===== config.mk =====
export PLATFORM = sky130hd
export DESIGN_NAME = lru_key_value_cache_top
export DESIGN_NICKNAME = d
export VERILOG_FILES = /design/src/hdl/lkvc_pkg.sv /design/src/hdl/lkvc_cell.sv /design/src/hdl/lru_key_value_cache_top.sv
export SDC_FILE = /design/constraint.sdc
export NUM_CORES = 1
export LEC_CHECK = 0
export ABC_AREA = 1
export BUFFER_PORTS_ARGS = -buffer_cell sky130_fd_sc_hd__clkbuf_2
export CAP_MARGIN = 20
export CORE_UTILIZATION = 60
export DETAILED_ROUTE_END_ITERATION = 12
export PLACE_DENSITY_LB_ADDON = 0.08
export SLEW_MARGIN = 0
export SYNTH_ARGS = -nofsm -noshare
export SYNTH_HDL_FRONTEND = slang
export SYNTH_SLANG_ARGS = --single-unit

===== constraint.sdc =====
create_clock -name clk -period 10 [get_ports clk]
set_input_delay 0 -clock clk [delete_from_list [all_inputs] [get_ports clk]]
set_output_delay 0 -clock clk [all_outputs]
set_load 0.02 [all_outputs]

===== src/hdl/lkvc_pkg.sv =====
// ----------------------------------------------------------------------------
// lkvc_pkg
// shared widths, codes and the cell update command of the lru key-value cache
// ----------------------------------------------------------------------------
package lkvc_pkg;

	localparam int KEY_W       = 16;
	localparam int VALUE_W     = 31;
	localparam int CAP_W       = 5;
	localparam int DEF_ENTRIES = 16;

	localparam logic [CAP_W-1:0] CAP_RESET = 5'd16;

	localparam logic OP_GET = 1'b0;
	localparam logic OP_PUT = 1'b1;

	typedef struct packed {
		logic               upd;
		logic               wr;
		logic               age_all;
		logic [KEY_W-1:0]   key;
		logic [VALUE_W-1:0] value;
	} lkvc_cmd_t;

endpackage


===== src/hdl/lkvc_cell.sv =====
// ----------------------------------------------------------------------------
// lkvc_cell
// one cache entry: key, value, valid and recency rank, with search chain links
// ----------------------------------------------------------------------------
module lkvc_cell
	import lkvc_pkg::*;
#(
	parameter int RANK_W = 4
) (
	input  logic               clk,
	input  logic               arst_n,
	input  lkvc_cmd_t          cmd,
	input  logic               sel,
	input  logic [RANK_W-1:0]  thr,
	input  logic [KEY_W-1:0]   look_key,
	input  logic [RANK_W-1:0]  old_rank,
	input  logic               free_in,
	input  logic               hit_in,
	input  logic [VALUE_W-1:0] hval_in,
	input  logic [RANK_W-1:0]  hrank_in,
	output logic               free_out,
	output logic               hit_out,
	output logic [VALUE_W-1:0] hval_out,
	output logic [RANK_W-1:0]  hrank_out,
	output logic               hit,
	output logic               free_claim,
	output logic               old
);

	logic               valid_q;
	logic [RANK_W-1:0]  rank_q;
	logic [KEY_W-1:0]   key_q;
	logic [VALUE_W-1:0] value_q;

	always_ff @(posedge clk or negedge arst_n) begin
		if (!arst_n) begin
			valid_q <= 1'b0;
			rank_q  <= '0;
		end else if (cmd.upd) begin
			if (sel) begin
				valid_q <= 1'b1;
				rank_q  <= '0;
			end else if (valid_q && (cmd.age_all || rank_q < thr)) begin
				rank_q <= rank_q + RANK_W'(1);
			end
		end
	end

	always_ff @(posedge clk) begin
		if (cmd.upd && sel && cmd.wr) begin
			key_q   <= cmd.key;
			value_q <= cmd.value;
		end
	end

	assign hit        = valid_q && (key_q == look_key);
	assign free_claim = !valid_q && !free_in;
	assign free_out   = free_in || !valid_q;
	assign old        = valid_q && (rank_q == old_rank);
	assign hit_out    = hit_in || hit;
	assign hval_out   = hval_in | (hit ? value_q : '0);
	assign hrank_out  = hrank_in | (hit ? rank_q : '0);

endmodule


===== src/hdl/lru_key_value_cache_top.sv =====
// ----------------------------------------------------------------------------
// lru_key_value_cache_top
// fully associative key-value cache with least-recently-used replacement
// ----------------------------------------------------------------------------
// requests enter on the s_ channel: s_tuser is the op (0 get, 1 put), s_tdata
// carries key and value. a get returns one result on the m_ channel: m_tuser
// is the hit flag, m_tdata the stored value (zero on a miss). a put returns
// nothing. cfg_we / cfg_wdata set the capacity in use (0 acts as 1, values
// above ENTRIES act as ENTRIES); write it only while the cache is idle.
// each request passes a lookup state, where every cell compares its key
// and the free / hit chains run through the row, and then an update
// state, where the cells move ranks and write the selected entry. a new
// request is taken in the update cycle of the previous one, so a request
// can enter while the last one finishes, but none during lookup; a get
// result is loaded into the output register as its update completes. when
// m_tready is low and a result is still held, the next get waits in its
// update cycle and s_tready is low. reset empties the cache at once (valid
// bits cleared) and sets the capacity to 16; no clearing pass is needed.
// ----------------------------------------------------------------------------
module lru_key_value_cache_top
	import lkvc_pkg::*;
#(
	parameter int ENTRIES = DEF_ENTRIES
) (
	input  logic             clk,
	input  logic             arst_n,
	input  logic             s_tvalid,
	output logic             s_tready,
	input  logic [47:0]      s_tdata,   // key [15:0], value [46:16], zero [47]
	input  logic [0:0]       s_tuser,   // op [0]
	output logic             m_tvalid,
	input  logic             m_tready,
	output logic [31:0]      m_tdata,   // found_value [30:0], zero [31]
	output logic [0:0]       m_tuser,   // hit [0]
	input  logic             cfg_we,
	input  logic [CAP_W-1:0] cfg_wdata
);

	localparam int RANK_W = (ENTRIES > 1) ? $clog2(ENTRIES) : 1;
	localparam int OCC_W  = $clog2(ENTRIES + 1);
	localparam int CMP_W  = (OCC_W > CAP_W) ? OCC_W : CAP_W;

	localparam logic [1:0] ST_IDLE = 2'd0;
	localparam logic [1:0] ST_LOOK = 2'd1;
	localparam logic [1:0] ST_UPD  = 2'd2;

	logic [1:0]         state_q;
	logic               op_q;
	logic [KEY_W-1:0]   key_q;
	logic [VALUE_W-1:0] value_q;
	logic [CAP_W-1:0]   cap_q;
	logic [OCC_W-1:0]   occ_q;

	logic [ENTRIES-1:0] sel_q;
	logic [RANK_W-1:0]  thr_q;
	logic               age_all_q;
	logic               wr_q;
	logic               ins_q;
	logic               hit_q;
	logic [VALUE_W-1:0] fval_q;

	logic               m_tvalid_q;
	logic               m_hit_q;
	logic [VALUE_W-1:0] m_val_q;

	logic [ENTRIES-1:0] hit_vec;
	logic [ENTRIES-1:0] free_vec;
	logic [ENTRIES-1:0] old_vec;
	logic               free_ch  [ENTRIES+1];
	logic               hit_ch   [ENTRIES+1];
	logic [VALUE_W-1:0] hval_ch  [ENTRIES+1];
	logic [RANK_W-1:0]  hrank_ch [ENTRIES+1];

	lkvc_cmd_t          cmd;
	logic               accept;
	logic               can_finish;
	logic               upd_en;
	logic               full;
	logic [OCC_W-1:0]   occ_m1;
	logic [CMP_W-1:0]   cap_eff;

	assign can_finish = (op_q == OP_PUT) || !m_tvalid_q || m_tready;
	assign upd_en     = (state_q == ST_UPD) && can_finish;
	assign s_tready   = (state_q == ST_IDLE) || upd_en;
	assign accept     = s_tvalid && s_tready;

	assign cmd.upd     = upd_en;
	assign cmd.wr      = wr_q;
	assign cmd.age_all = age_all_q;
	assign cmd.key     = key_q;
	assign cmd.value   = value_q;

	assign free_ch[0]  = 1'b0;
	assign hit_ch[0]   = 1'b0;
	assign hval_ch[0]  = '0;
	assign hrank_ch[0] = '0;

	assign occ_m1 = occ_q - OCC_W'(1);

	for (genvar i = 0; i < ENTRIES; i++) begin : g_cell
		lkvc_cell #(
			.RANK_W(RANK_W)
		) u_cell (
			.clk       (clk),
			.arst_n    (arst_n),
			.cmd       (cmd),
			.sel       (sel_q[i]),
			.thr       (thr_q),
			.look_key  (key_q),
			.old_rank  (occ_m1[RANK_W-1:0]),
			.free_in   (free_ch[i]),
			.hit_in    (hit_ch[i]),
			.hval_in   (hval_ch[i]),
			.hrank_in  (hrank_ch[i]),
			.free_out  (free_ch[i+1]),
			.hit_out   (hit_ch[i+1]),
			.hval_out  (hval_ch[i+1]),
			.hrank_out (hrank_ch[i+1]),
			.hit       (hit_vec[i]),
			.free_claim(free_vec[i]),
			.old       (old_vec[i])
		);
	end

	// saturate capacity to 1 .. ENTRIES
	always_comb begin
		cap_eff = (cap_q == '0) ? CMP_W'(1) : CMP_W'(cap_q);
		if (cap_eff > CMP_W'(ENTRIES)) begin
			cap_eff = CMP_W'(ENTRIES);
		end
		full = (CMP_W'(occ_q) >= cap_eff);
	end

	always_ff @(posedge clk or negedge arst_n) begin
		if (!arst_n) begin
			state_q <= ST_IDLE;
			cap_q   <= CAP_RESET;
			occ_q   <= '0;
		end else begin
			if (cfg_we) begin
				cap_q <= cfg_wdata;
			end
			case (state_q)
				ST_IDLE: begin
					if (accept) begin
						state_q <= ST_LOOK;
					end
				end
				ST_LOOK: begin
					state_q <= ST_UPD;
				end
				ST_UPD: begin
					if (upd_en) begin
						state_q <= accept ? ST_LOOK : ST_IDLE;
						if (ins_q) begin
							occ_q <= occ_q + OCC_W'(1);
						end
					end
				end
				default: begin
					state_q <= ST_IDLE;
				end
			endcase
		end
	end

	always_ff @(posedge clk) begin
		if (accept) begin
			op_q    <= s_tuser[0];
			key_q   <= s_tdata[KEY_W-1:0];
			value_q <= s_tdata[KEY_W+VALUE_W-1:KEY_W];
		end
	end

	// lookup results, registered for the update cycle
	always_ff @(posedge clk or negedge arst_n) begin
		if (!arst_n) begin
			sel_q     <= '0;
			thr_q     <= '0;
			age_all_q <= 1'b0;
			wr_q      <= 1'b0;
			ins_q     <= 1'b0;
			hit_q     <= 1'b0;
			fval_q    <= '0;
		end else if (state_q == ST_LOOK) begin
			hit_q     <= hit_ch[ENTRIES];
			fval_q    <= hval_ch[ENTRIES];
			thr_q     <= hrank_ch[ENTRIES];
			age_all_q <= 1'b0;
			ins_q     <= 1'b0;
			wr_q      <= (op_q == OP_PUT);
			sel_q     <= hit_ch[ENTRIES] ? hit_vec : '0;
			if (op_q == OP_PUT && !hit_ch[ENTRIES]) begin
				if (full) begin
					sel_q <= old_vec;
					thr_q <= occ_m1[RANK_W-1:0];
				end else begin
					sel_q     <= free_vec;
					age_all_q <= 1'b1;
					ins_q     <= 1'b1;
				end
			end
		end
	end

	always_ff @(posedge clk or negedge arst_n) begin
		if (!arst_n) begin
			m_tvalid_q <= 1'b0;
		end else begin
			if (m_tvalid_q && m_tready) begin
				m_tvalid_q <= 1'b0;
			end
			if (upd_en && op_q == OP_GET) begin
				m_tvalid_q <= 1'b1;
			end
		end
	end

	always_ff @(posedge clk) begin
		if (upd_en && op_q == OP_GET) begin
			m_hit_q <= hit_q;
			m_val_q <= fval_q;
		end
	end

	assign m_tvalid = m_tvalid_q;
	assign m_tuser  = m_hit_q;
	assign m_tdata  = {1'b0, m_val_q};

	a_one_hit: assert property (@(posedge clk) disable iff (!arst_n)
		(state_q == ST_LOOK) |-> $onehot0(hit_vec))
		else $error("more than one entry matches the key");

	a_sel_onehot: assert property (@(posedge clk) disable iff (!arst_n)
		(state_q == ST_UPD) |-> $onehot0(sel_q))
		else $error("update selects more than one entry");

	a_occ_range: assert property (@(posedge clk) disable iff (!arst_n)
		occ_q <= OCC_W'(ENTRIES))
		else $error("occupancy above entry count");

	a_no_take_in_look: assert property (@(posedge clk) disable iff (!arst_n)
		(state_q == ST_LOOK) |-> !s_tready)
		else $error("request taken during lookup");

	a_result_from_upd: assert property (@(posedge clk) disable iff (!arst_n)
		$rose(m_tvalid_q) |-> $past(state_q == ST_UPD && op_q == OP_GET))
		else $error("result without a finished get");

endmodule

; ---- After elaboration in Yosys (flattened, before gate mapping)
; Cells that the tools add are included.
[word_totals]
regBits = 979
in_bits = 59
out_inout_bits = 35
word_cells = 494
[op_classes]
add_sub_neg = 18
magnitude_cmp = 18
eq_ne = 36
mux = 79
bitwise = 31
reduce_logical = 233
[ops]
columns = op, n
row1 = $mux W31, 16
row2 = $or A31 B31 Y31, 15
row3 = $eq A16 B16 Y1, 16
row4 = $mux W4, 50
row5 = $logic_and A1 B1 Y1, 100
row6 = $reduce_and A2 Y1, 33
row7 = $add A4 B1 Y4 const B, 16
row8 = $eq A4 B4 Y1, 16
row9 = $lt A4 B4 Y1, 16
row10 = $or A4 B4 Y4, 15
row11 = $logic_or A1 B1 Y1, 48
row12 = $mux W16, 3
row13 = $reduce_bool A2 Y1, 17
row14 = $logic_not A1 Y1, 32
row15 = $mux W5, 2
row16 = $pmux W2 S3, 1
row17 = $add A5 B1 Y5 const B, 1
row18 = $ge A5 B5 Y1, 1
row19 = $gt A5 B5 Y1 const B, 1
row20 = $logic_not A5 Y1, 1
row21 = $mux W1, 5
row22 = $mux W2, 2
row23 = $ne A2 B2 Y1 const B, 2
row24 = $sub A4 B1 Y4 const B, 1
row25 = 5 further kinds, 5

; ---- Depth between registers and ports, before layout
; Gate-level depths: netlist of run 1.
[logic_depth]
word_depth = 20
mapped_depth = 20
mapped_depth_nobuf = 16

; ---- Hierarchy
; From an unflattened synthesis of run 1, not the netlist that was laid out.
[unflattened]
hier_cells = 5465
area_unflattened_um2 = 50972.6
[modules_own_cells]
columns = module, n_inst, cells_each, area_each_um2
row1 = lkvc_cell (g_cell[15].u_cell ...), 10, 311, 2812.7
row2 = lkvc_cell (g_cell[0].u_cell ...), 6, 310, 2816.5
row3 = lru_key_value_cache_top, 1, 495, 5947.0

; ---- Worst setup path before layout of run 1
; OpenSTA, ideal clock, no wires.
[synth_path]
kind = register -> register
from = register op_q
to = register key_q[0] (enable)
setup_ps = 528
arrival_ps = 4397
slack_ps = 5075
path_stages_with_launch = 7
path_cell_list = edfxtp_1 buf_2 inv_1 nand2_1 nand2_1 clkbuf_1 a21boi_0
[synth_via]
elab_chain_len = 5
[synth_lines]
columns = element, line
row1 = start: declaration, lru_key_value_cache_top.sv:48  ; logic op_q;
row2 = start signal: assignment, lru_key_value_cache_top.sv:169  ; op_q <= s_tuser[0];
row3 = $logic_or A1 B1 Y1 (2 in series), lru_key_value_cache_top.sv:82  ; assign can_finish = (op_q == OP_PUT) || !m_tvalid_q || m_tready;
row4 = $logic_and A1 B1 Y1, lru_key_value_cache_top.sv:83  ; assign upd_en = (state_q == ST_UPD) && can_finish;
row5 = $logic_or A1 B1 Y1, lru_key_value_cache_top.sv:84  ; assign s_tready = (state_q == ST_IDLE) || upd_en;
row6 = $logic_and A1 B1 Y1, lru_key_value_cache_top.sv:85  ; assign accept = s_tvalid && s_tready;
row7 = via accept, lru_key_value_cache_top.sv:75  ; logic accept;
row8 = end signal: assignment, lru_key_value_cache_top.sv:170  ; key_q <= s_tdata[KEY_W-1:0];
row9 = end: declaration, lru_key_value_cache_top.sv:49  ; logic [KEY_W-1:0] key_q;
; The timed path passes the listed nets, and every way through them passes these cells.
; A chain may end at the register's enable or synchronous reset.

; ---- Final worst setup path of run 1
[layout_path]
from = register occ_q[0]
to = register sel_q[4]
[layout_via]
elab_chain_len = 5
word_cells_on_any_way = 6
[layout_lines]
columns = element, line
row1 = start: declaration, lru_key_value_cache_top.sv:52  ; logic [OCC_W-1:0] occ_q;
row2 = start signal: assignment, lru_key_value_cache_top.sv:156  ; occ_q <= occ_q + OCC_W'(1);
row3 = $sub A4 B1 Y4, lru_key_value_cache_top.sv:98  ; assign occ_m1 = occ_q - OCC_W'(1);
row4 = $eq A4 B4 Y1, lkvc_cell.sv:59  ; assign old = valid_q && (rank_q == old_rank);
row5 = $logic_and A1 B1 Y1, lkvc_cell.sv:59
row6 = $mux W16 (*), lru_key_value_cache_top.sv:194  ; if (full) begin
row7 = $mux W16 (*), lru_key_value_cache_top.sv:193  ; if (op_q == OP_PUT && !hit_ch[ENTRIES]) begin
row8 = end signal: assignment, lru_key_value_cache_top.sv:192  ; sel_q <= hit_ch[ENTRIES] ? hit_vec : '0;
row9 = end signal: assignment, lru_key_value_cache_top.sv:195  ; sel_q <= old_vec;
row10 = end signal: assignment, lru_key_value_cache_top.sv:198  ; sel_q <= free_vec;
row11 = end: declaration, lru_key_value_cache_top.sv:54  ; logic [ENTRIES-1:0] sel_q;
; Every way passes the cells marked *; elsewhere a longest branch is shown, timed or not.

==> flow_metrics.tcl, run 1 <==
set metrics [dict create \
    status "finished with violations" \
    violations "design-rule violations, negative hold slack" \
    grt_pass1_wl_microns 187000 \
    crit_fanout 21 \
    root_buffer "clkbuf_16" \
    ys_ff_latch 979 \
    drt_first_pass_iters 10 \
    dieArea_sq_um 75400 \
    nets 4527 \
    synth-edff-count 832 \
    synth.area.top_cells "edfxtp_1, nand2_1, dfrtp_1" \
    clkLatencyLatePin_ns 0.71 \
    startpoint_type "register" \
    path_buf_inv 3 \
    worst_slew_pin_slew_ns 1.17 \
    cp_cell_sequence "clkinv_1 -> ha_1 -> inv_1 -> a21oi_1 -> o221ai_1 -> nor4_1 -> nand4_1 -> nand3_1 -> nand2_1 -> inv_1" \
    pin_count 94 \
    drt-total-wl_microns 126000 \
    path_common_cell "inv_1" \
    finalCritPeriodShare_pct 51.3 \
    die_width_microns 275 \
    p_leak_nw 20.3 \
    finalHoldViolCount 1 \
    syn_avg_cell_area_sq_um 10.6 \
    synth_area_sq_um 44600 \
    final_core_util_pct 68.8 \
    drc 1 \
    gr-total-overflow 0 \
    final_cell_mix "nand2_1, edfxtp_1, inv_1" \
    finalSetupViolations 0 \
    drt_iter0_drc 3551 \
    cp-end-kind "register" \
    cts_buffers 99 \
    ir_drop_uv 184 \
    final_antenna_net_count 0 \
    path_delay_family "buffers and inverters" \
    layout_commonest_cell "nand2_1" \
    yosysTopAreaCell "edfxtp_1" \
    maxCapViolations 0 \
    min_period_ns 5.13 \
    chipHeight_microns 275 \
    seq_area_frac_synth_pct 64.3 \
    clkSinkCount 979 \
    synth_ff_type "edfxtp_1" \
    viasPerCell 5.98 \
    crit_required_ns 10.60 \
    grt_max_degree 101 \
    diodes 0 \
    finClkSkew_ns 0.0552 \
    path_class "reg -> reg" \
    worstPathArrival_ns 5.74 \
    ctsHtreeMaxLevel 3 \
    synth_top_area_share_pct 56.1 \
    slew_viol_final 0 \
    gpl.final_weighted_congestion 0.933 \
    yosysWarnings 0 \
    rsz0062_at_grt "no" \
    coreArea_sq_um 73200 \
    grt_pass1_vias 30900 \
    cts_buffer_depth 3 \
    crit_slowest_cell "ha_1" \
    fmax_mhz 195 \
    wl_per_cell_microns 23.1 \
    synthArstFlopShare_pct 15.0 \
    syn_inst 4199 \
    slew_headroom_pct 21.6 \
    num_vias 32500 \
    rows 99 \
    tns_ns 0 \
    drive_above_1_share_pct 9.29 \
    syn_to_final_growth_pct 13.0 \
    power_w 0.0120 \
    power_density_nw_per_um2 238 \
    grt_usage_pct 33.7 \
    syn-num-nets 4329 \
    grt_antenna_before_repair 0 \
    hpwl_microns 73800 \
    whs_ns -0.000210 \
    start_util_pct 60.9 \
    max_stage_delay_ns 1.24 \
    cts_tree "built" \
    worst_slack_ns 4.87 \
    portBuffers 91 \
    place_ws_ns 5.18 \
    cts_resized 0 \
    synth_cell_types 64 \
    min_path_type "in -> reg" \
    path_clk_slew_ns 0.06 \
]
## logic make-up (layout without fill, tap and decap cells)
kind of cell / after synthesis / after routing / synth area share, %
other: 1 / 1 / 0.00841
xor gates and xnor gates: 101 / 101 / 1.98
DFF: 979 / 979 / 64.3
buffers and inverters: 575 / 856 / 5.51
AOI/OAI and AO/OA: 463 / 463 / 6.11
and+or+nand+nor: 2009 / 2009 / 20.1
adders and majority gates: 71 / 71 / 1.99
## layer usage
| metal | track usage, % | wire length [microns] | up-vias | share of wire [%] |
|---|---|---|---|---|
| li1 | - | - | 14900 | - |
| met2 | 52.4 | 57300 | 1805 | 46 |
| met5 | 0 | 0 | - | 0 |
| met1 | 47.7 | 50100 | 15500 | 40 |
| met4 | 14.5 | 5300 | 0 | 4.2 |
| met3 | 5.06 | 13000 | 301 | 10 |
## flip-flops by register name (all words and copies together) (netlist names), 2 cells and up
signal and flops:
g_cell.u_cell.value_q 496, occ_q 5, g_cell.u_cell.key_q 256, sel_q 16, g_cell.u_cell.rank_q 64, state_q 2, cap_q 5, value_q 31
g_cell.u_cell.valid_q 16, key_q 16, m_val_q 31, thr_q 4, fval_q 31
## synth_stat cells (32+ instances only)
cell / count
nand2_1: 991
edfxtp_1: 832
nor2_1: 428
inv_1: 414
o21ai_0: 225
nand3_1: 215
nand4_1: 188
dfrtp_1: 146
xor2_1: 78
ha_1: 71
a21oi_1: 68
clkbuf_1: 48
nor3_1: 47
buf_2: 42
o21a_1: 34
buf_4: 33
o22ai_1: 32
## cell type report
| cell class | count | area (sq um) |
|---|---|---|
| Sequential cell | 979 | 28700 |
| Clock buffer | 148 | 2900 |
| Clock inverter | 36 | 484 |
| Inverter | 436 | 1640 |
| Fill cell | 5346 | 22900 |
| Timing Repair Buffer | 236 | 1780 |
| Multi-Input combinational cell | 2645 | 13700 |
| Tap cell | 959 | 1200 |
## stage by stage
stage                     std cells  instance area, sq um
after floorplan                4199                 44600
after global placement         5175                 46100
after detailed placement       5176                 46200
after CTS                      5436                 50300
after global routing           5439                 50300
final                          5439                 50300
## power by group
| group | switching, W | internal (W) |
|---|---|---|
| Clock | 0.00159 | 0.00220 |
| Sequential | 0.000402 | 0.00507 |
| Combinational | 0.00189 | 0.000852 |
| Total | 0.00389 | 0.00812 |
## worst reg2reg max path: cells and delay by family, from the launching register on
| family | cells | cell delay [ns] |
|---|---|---|
| flops | 1 | 1.12 |
| fa+ha+maj | 1 | 1.24 |
| simple gates | 4 | 0.62 |
| buf+inv | 3 | 1.70 |
| compound gates | 2 | 0.39 |
## repair_timing
item                                   4_1_cts  5_1_grt
buffers inserted                             0        0
endpoints found under the hold margin      161        0
hold buffers                                76        0
## path summary, 6_finish.rpt
kind	endpoint	cells past startpoint	start	slack, ns
max	sel_q[4]$_DFFE_PN0N_	10	occ_q[0]$_DFFE_PN0P_	4.87
min	value_q[9]$_DFFE_PP_	2	s_tdata[25]	-0.0002
max reg2reg	sel_q[4]$_DFFE_PN0N_	10	occ_q[0]$_DFFE_PN0P_	4.87
min reg2reg	m_val_q[4]$_DFFE_PP_	0	fval_q[4]$_DFFE_PN0N_	0.45
max in group asynchronous	sel_q[11]$_DFFE_PN0N_	3	arst_n	8.54
min in group asynchronous	fval_q[4]$_DFFE_PN0N_	2	arst_n	0.05
No activity file was read; power rests on OpenSTA's default activity.
==> run 2, diff against run 1 <==
ABC_AREA = 0   (was 1)
CORE_UTILIZATION = 56   (was 60)
clock period = 4.45 ns   (was 10 ns; I/O delays follow)
==> run 2 against run 1 <==
Effect of this change: highest routed layer unchanged; clock power increased by 120%; the flow now finishes without violations; final area decreased by 7.8%; clock skew decreased by 0.020 ns; die area decreased by 2.5%; worst setup slack got worse by 4.3 ns; sequential share of layout area increased by 4.8 points.
==> flow_metrics.tcl, run 2 <==
set metrics [dict create \
    regMostFlops "g_cell.u_cell.value_q" \
    synth_top_area_share_pct 61.6 \
    synthArstFlopShare_pct 15.0 \
    syn_inst 2619 \
    yosysTopAreaCell "edfxtp_1" \
    grt_use_met2_pct 45.3 \
    power_density_nw_per_um2 511 \
    grt_busiest_layer "met2" \
    clkLatencyLatePin_ns 0.67 \
    start_util_pct 56.6 \
    finalCritPeriodShare_pct 86.7 \
    syn_avg_cell_area_sq_um 15.5 \
    numPlacedInstances 3607 \
    finalHoldViolCount 0 \
    hpwl_microns 57000 \
    ir_drop_uv 721 \
    final_core_util_pct 64.9 \
    layout_commonest_cell "edfxtp_1" \
    drt_first_pass_iters 5 \
    drt_iter0_drc 2913 \
    die_width_microns 271 \
    num_vias 24400 \
    wl_per_cell_microns 27.5 \
    final_antenna_net_count 0 \
    fmax_mhz 259 \
    p_sw_w 0.00659 \
    instances_no_fill 3855 \
    power.share.clock_pct 35.5 \
    path_class "reg -> reg" \
    synth_cell_types 53 \
    crit_fanout 15 \
    ys_ff_latch 979 \
    met3_usage_pct 4.29 \
    startpoint_type "register" \
    pin_count 94 \
    clkSinkCount 979 \
    final_cell_mix "edfxtp_1, xnor2_1, dfrtp_1" \
    portBuffers 91 \
    cts_buffer_depth 3 \
    seqPwrFrac_pct 48.2 \
    grt_pass1_vias 24100 \
    tns_ns 0 \
    root_buffer "clkbuf_16" \
    drt-total-wl_microns 106000 \
    finalSetupViolations 0 \
    intPower_w 0.0171 \
    maxCapViolations 0 \
    grt_usage_pct 29.1 \
    slew_headroom_pct 30.5 \
    synth.area.top_cells "edfxtp_1, dfrtp_1, xnor2_1" \
    synth_ff_type "edfxtp_1" \
    synth-edff-count 832 \
    dieArea_sq_um 73500 \
    grt_max_degree 78 \
    gr-total-overflow 0 \
    chipHeight_microns 271 \
    worst_slew_pin_slew_ns 1.04 \
    worstPathArrival_ns 4.47 \
    diodes 0 \
    rsz0062_at_grt "no" \
    nets 2953 \
    slew_viol_final 0 \
    syn_to_final_growth_pct 14.5 \
    finClkSkew_ns 0.0355 \
    cts_buffers 99 \
    n_fill_cell 5101 \
    viasPerCell 6.33 \
    top_regs "g_cell.u_cell.value_q: 496 flops, g_cell.u_cell.key_q: 256 flops, g_cell.u_cell.rank_q: 64 flops" \
    ctsHtreeMaxLevel 3 \
    min_period_ns 3.86 \
    cts_tree "built" \
    largest_reg_flops 496 \
    synth_commonest_cells "edfxtp_1, xnor2_1, dfrtp_1, a221oi_1, a22o_1" \
    path_clk_slew_ns 0.06 \
    gr-usage-met1_pct 42.6 \
    crit_required_ns 5.06 \
    power_frac_comb_pct 16.3 \
    drive_above_1_share_pct 13.9 \
    min_path_type "in -> reg" \
    synth_area_sq_um 40500 \
    drc 0 \
    synthMostInstantiatedCell "edfxtp_1" \
    syn-num-nets 2749 \
    grt_antenna_before_repair 1 \
    coreArea_sq_um 71600 \
    seq_area_frac_synth_pct 70.7 \
    gpl.final_weighted_congestion 0.934 \
    status "finished clean" \
    rows 98 \
    p_leak_nw 16.1 \
    cts_resized 0 \
    cp-end-kind "register" \
    grt_pass1_wl_microns 157000 \
    yosysWarnings 0 \
    switching_share_pct 27.8 \
]
## run 2: cell count changes in the layout (fill, tap and decap cells not counted), moves of 34 or more
cell      change
a221oi_1    +123
nor2_1      -327
inv_1       -382
nand2_1     -917
a21o_1       +77
xnor2_1     +266
nand4_1     -109
a22o_1      +103
nand3_1     -133
o21a_1       -34
o21ai_0     -173
## run 2: layout make-up
class | instances | area [sq um] | area share (%)
flip-flops and latches | 979 | 28700 | 61.7
well taps | 950 | 1190 | 2.56
inverters | 32 | 120 | 0.259
multi-input cells | 1449 | 10900 | 23.5
repair buffers | 262 | 2250 | 4.85
clock buffers | 114 | 2570 | 5.54
clock inverters | 69 | 728 | 1.57
## run 2: power by group through the flow
| stage | clock network (W) | logic, W | registers (W) |
|---|---|---|---|
| after detailed placement | 0 | 0.00375 | 0.0116 |
| final | 0.00842 | 0.00386 | 0.0114 |
| after global routing | 0.00887 | 0.00427 | 0.0115 |
| after global placement | 0 | 0.00359 | 0.0115 |
| after CTS | 0.00852 | 0.00382 | 0.0114 |
| after floorplan | 0 | 0.00285 | 0.0112 |
## run 2: cells by family after synthesis
logic type | count (synthesis) | synth area share [%]
other cells | 1 | 0.00925
fa+ha+maj | 71 | 2.19
mux | 30 | 0.756
compound gates | 546 | 10.3
buf+inv | 191 | 2.60
simple gates | 461 | 6.11
xor+xnor | 340 | 7.34
flops | 979 | 70.7
## run 2: worst max-delay path, cell delays in order (launching register included)
cell,delay [ns]
edfxtp_1,0.94
buf_4,0.31
xnor2_1,0.13
nand4_1,0.13
nor4_2,0.79
and2_2,0.34
buf_4,0.34
a22o_1,0.20
a221oi_1,0.05
a41oi_1,0.39
a21o_1,0.14
## run 2: worst paths after layout
path	depth (start not counted)	slack (ns)	start	end
hold / removal	2	0.04	s_tdata[30]	value_q[14]$_DFFE_PP_
hold reg to reg	0	0.44	fval_q[13]$_DFFE_PN0N_	m_val_q[13]$_DFFE_PP_
max in group asynchronous	4	2.51	arst_n	g_cell[13].u_cell.rank_q[0]$_DFFE_PN0P_
setup reg to reg	10	0.59	key_q[6]$_DFFE_PP_	fval_q[6]$_DFFE_PN0N_
setup / recovery	10	0.59	key_q[6]$_DFFE_PP_	fval_q[6]$_DFFE_PN0N_
min in group asynchronous	3	0.47	arst_n	g_cell[5].u_cell.rank_q[3]$_DFFE_PN0P_
## run 2: through the flow
stage	power (W)	setup WS, ns	instance area (sq um)	hold WS, ns
6_report	0.0237	0.590	46400	0.0417
3_3_place_gp	0.0151	0.624	42500	0.108
3_5_place_dp	0.0153	0.567	42500	0.110
4_1_cts	0.0238	0.558	46400	0.0190
2_1_floorplan	0.0141	1.29	40500	-0.296
5_1_grt	0.0246	0.510	46400	0.0328
## run 2: repair_timing
| action | 4_1_cts | 5_1_grt |
|---|---|---|
| hold buffers | 64 | 0 |
| setup endpoints to repair | 0 | 0 |
| buffers inserted | 0 | 0 |
| hold endpoints to repair | 129 | 0 |
## run 2: per-layer routing
layer  vias to the layer above  wire (microns)
li1                      10600               -
met1                     12400           44600
met2                      1164           49300
met3                       205            9330
met4                         0            2890
met5                         -               0
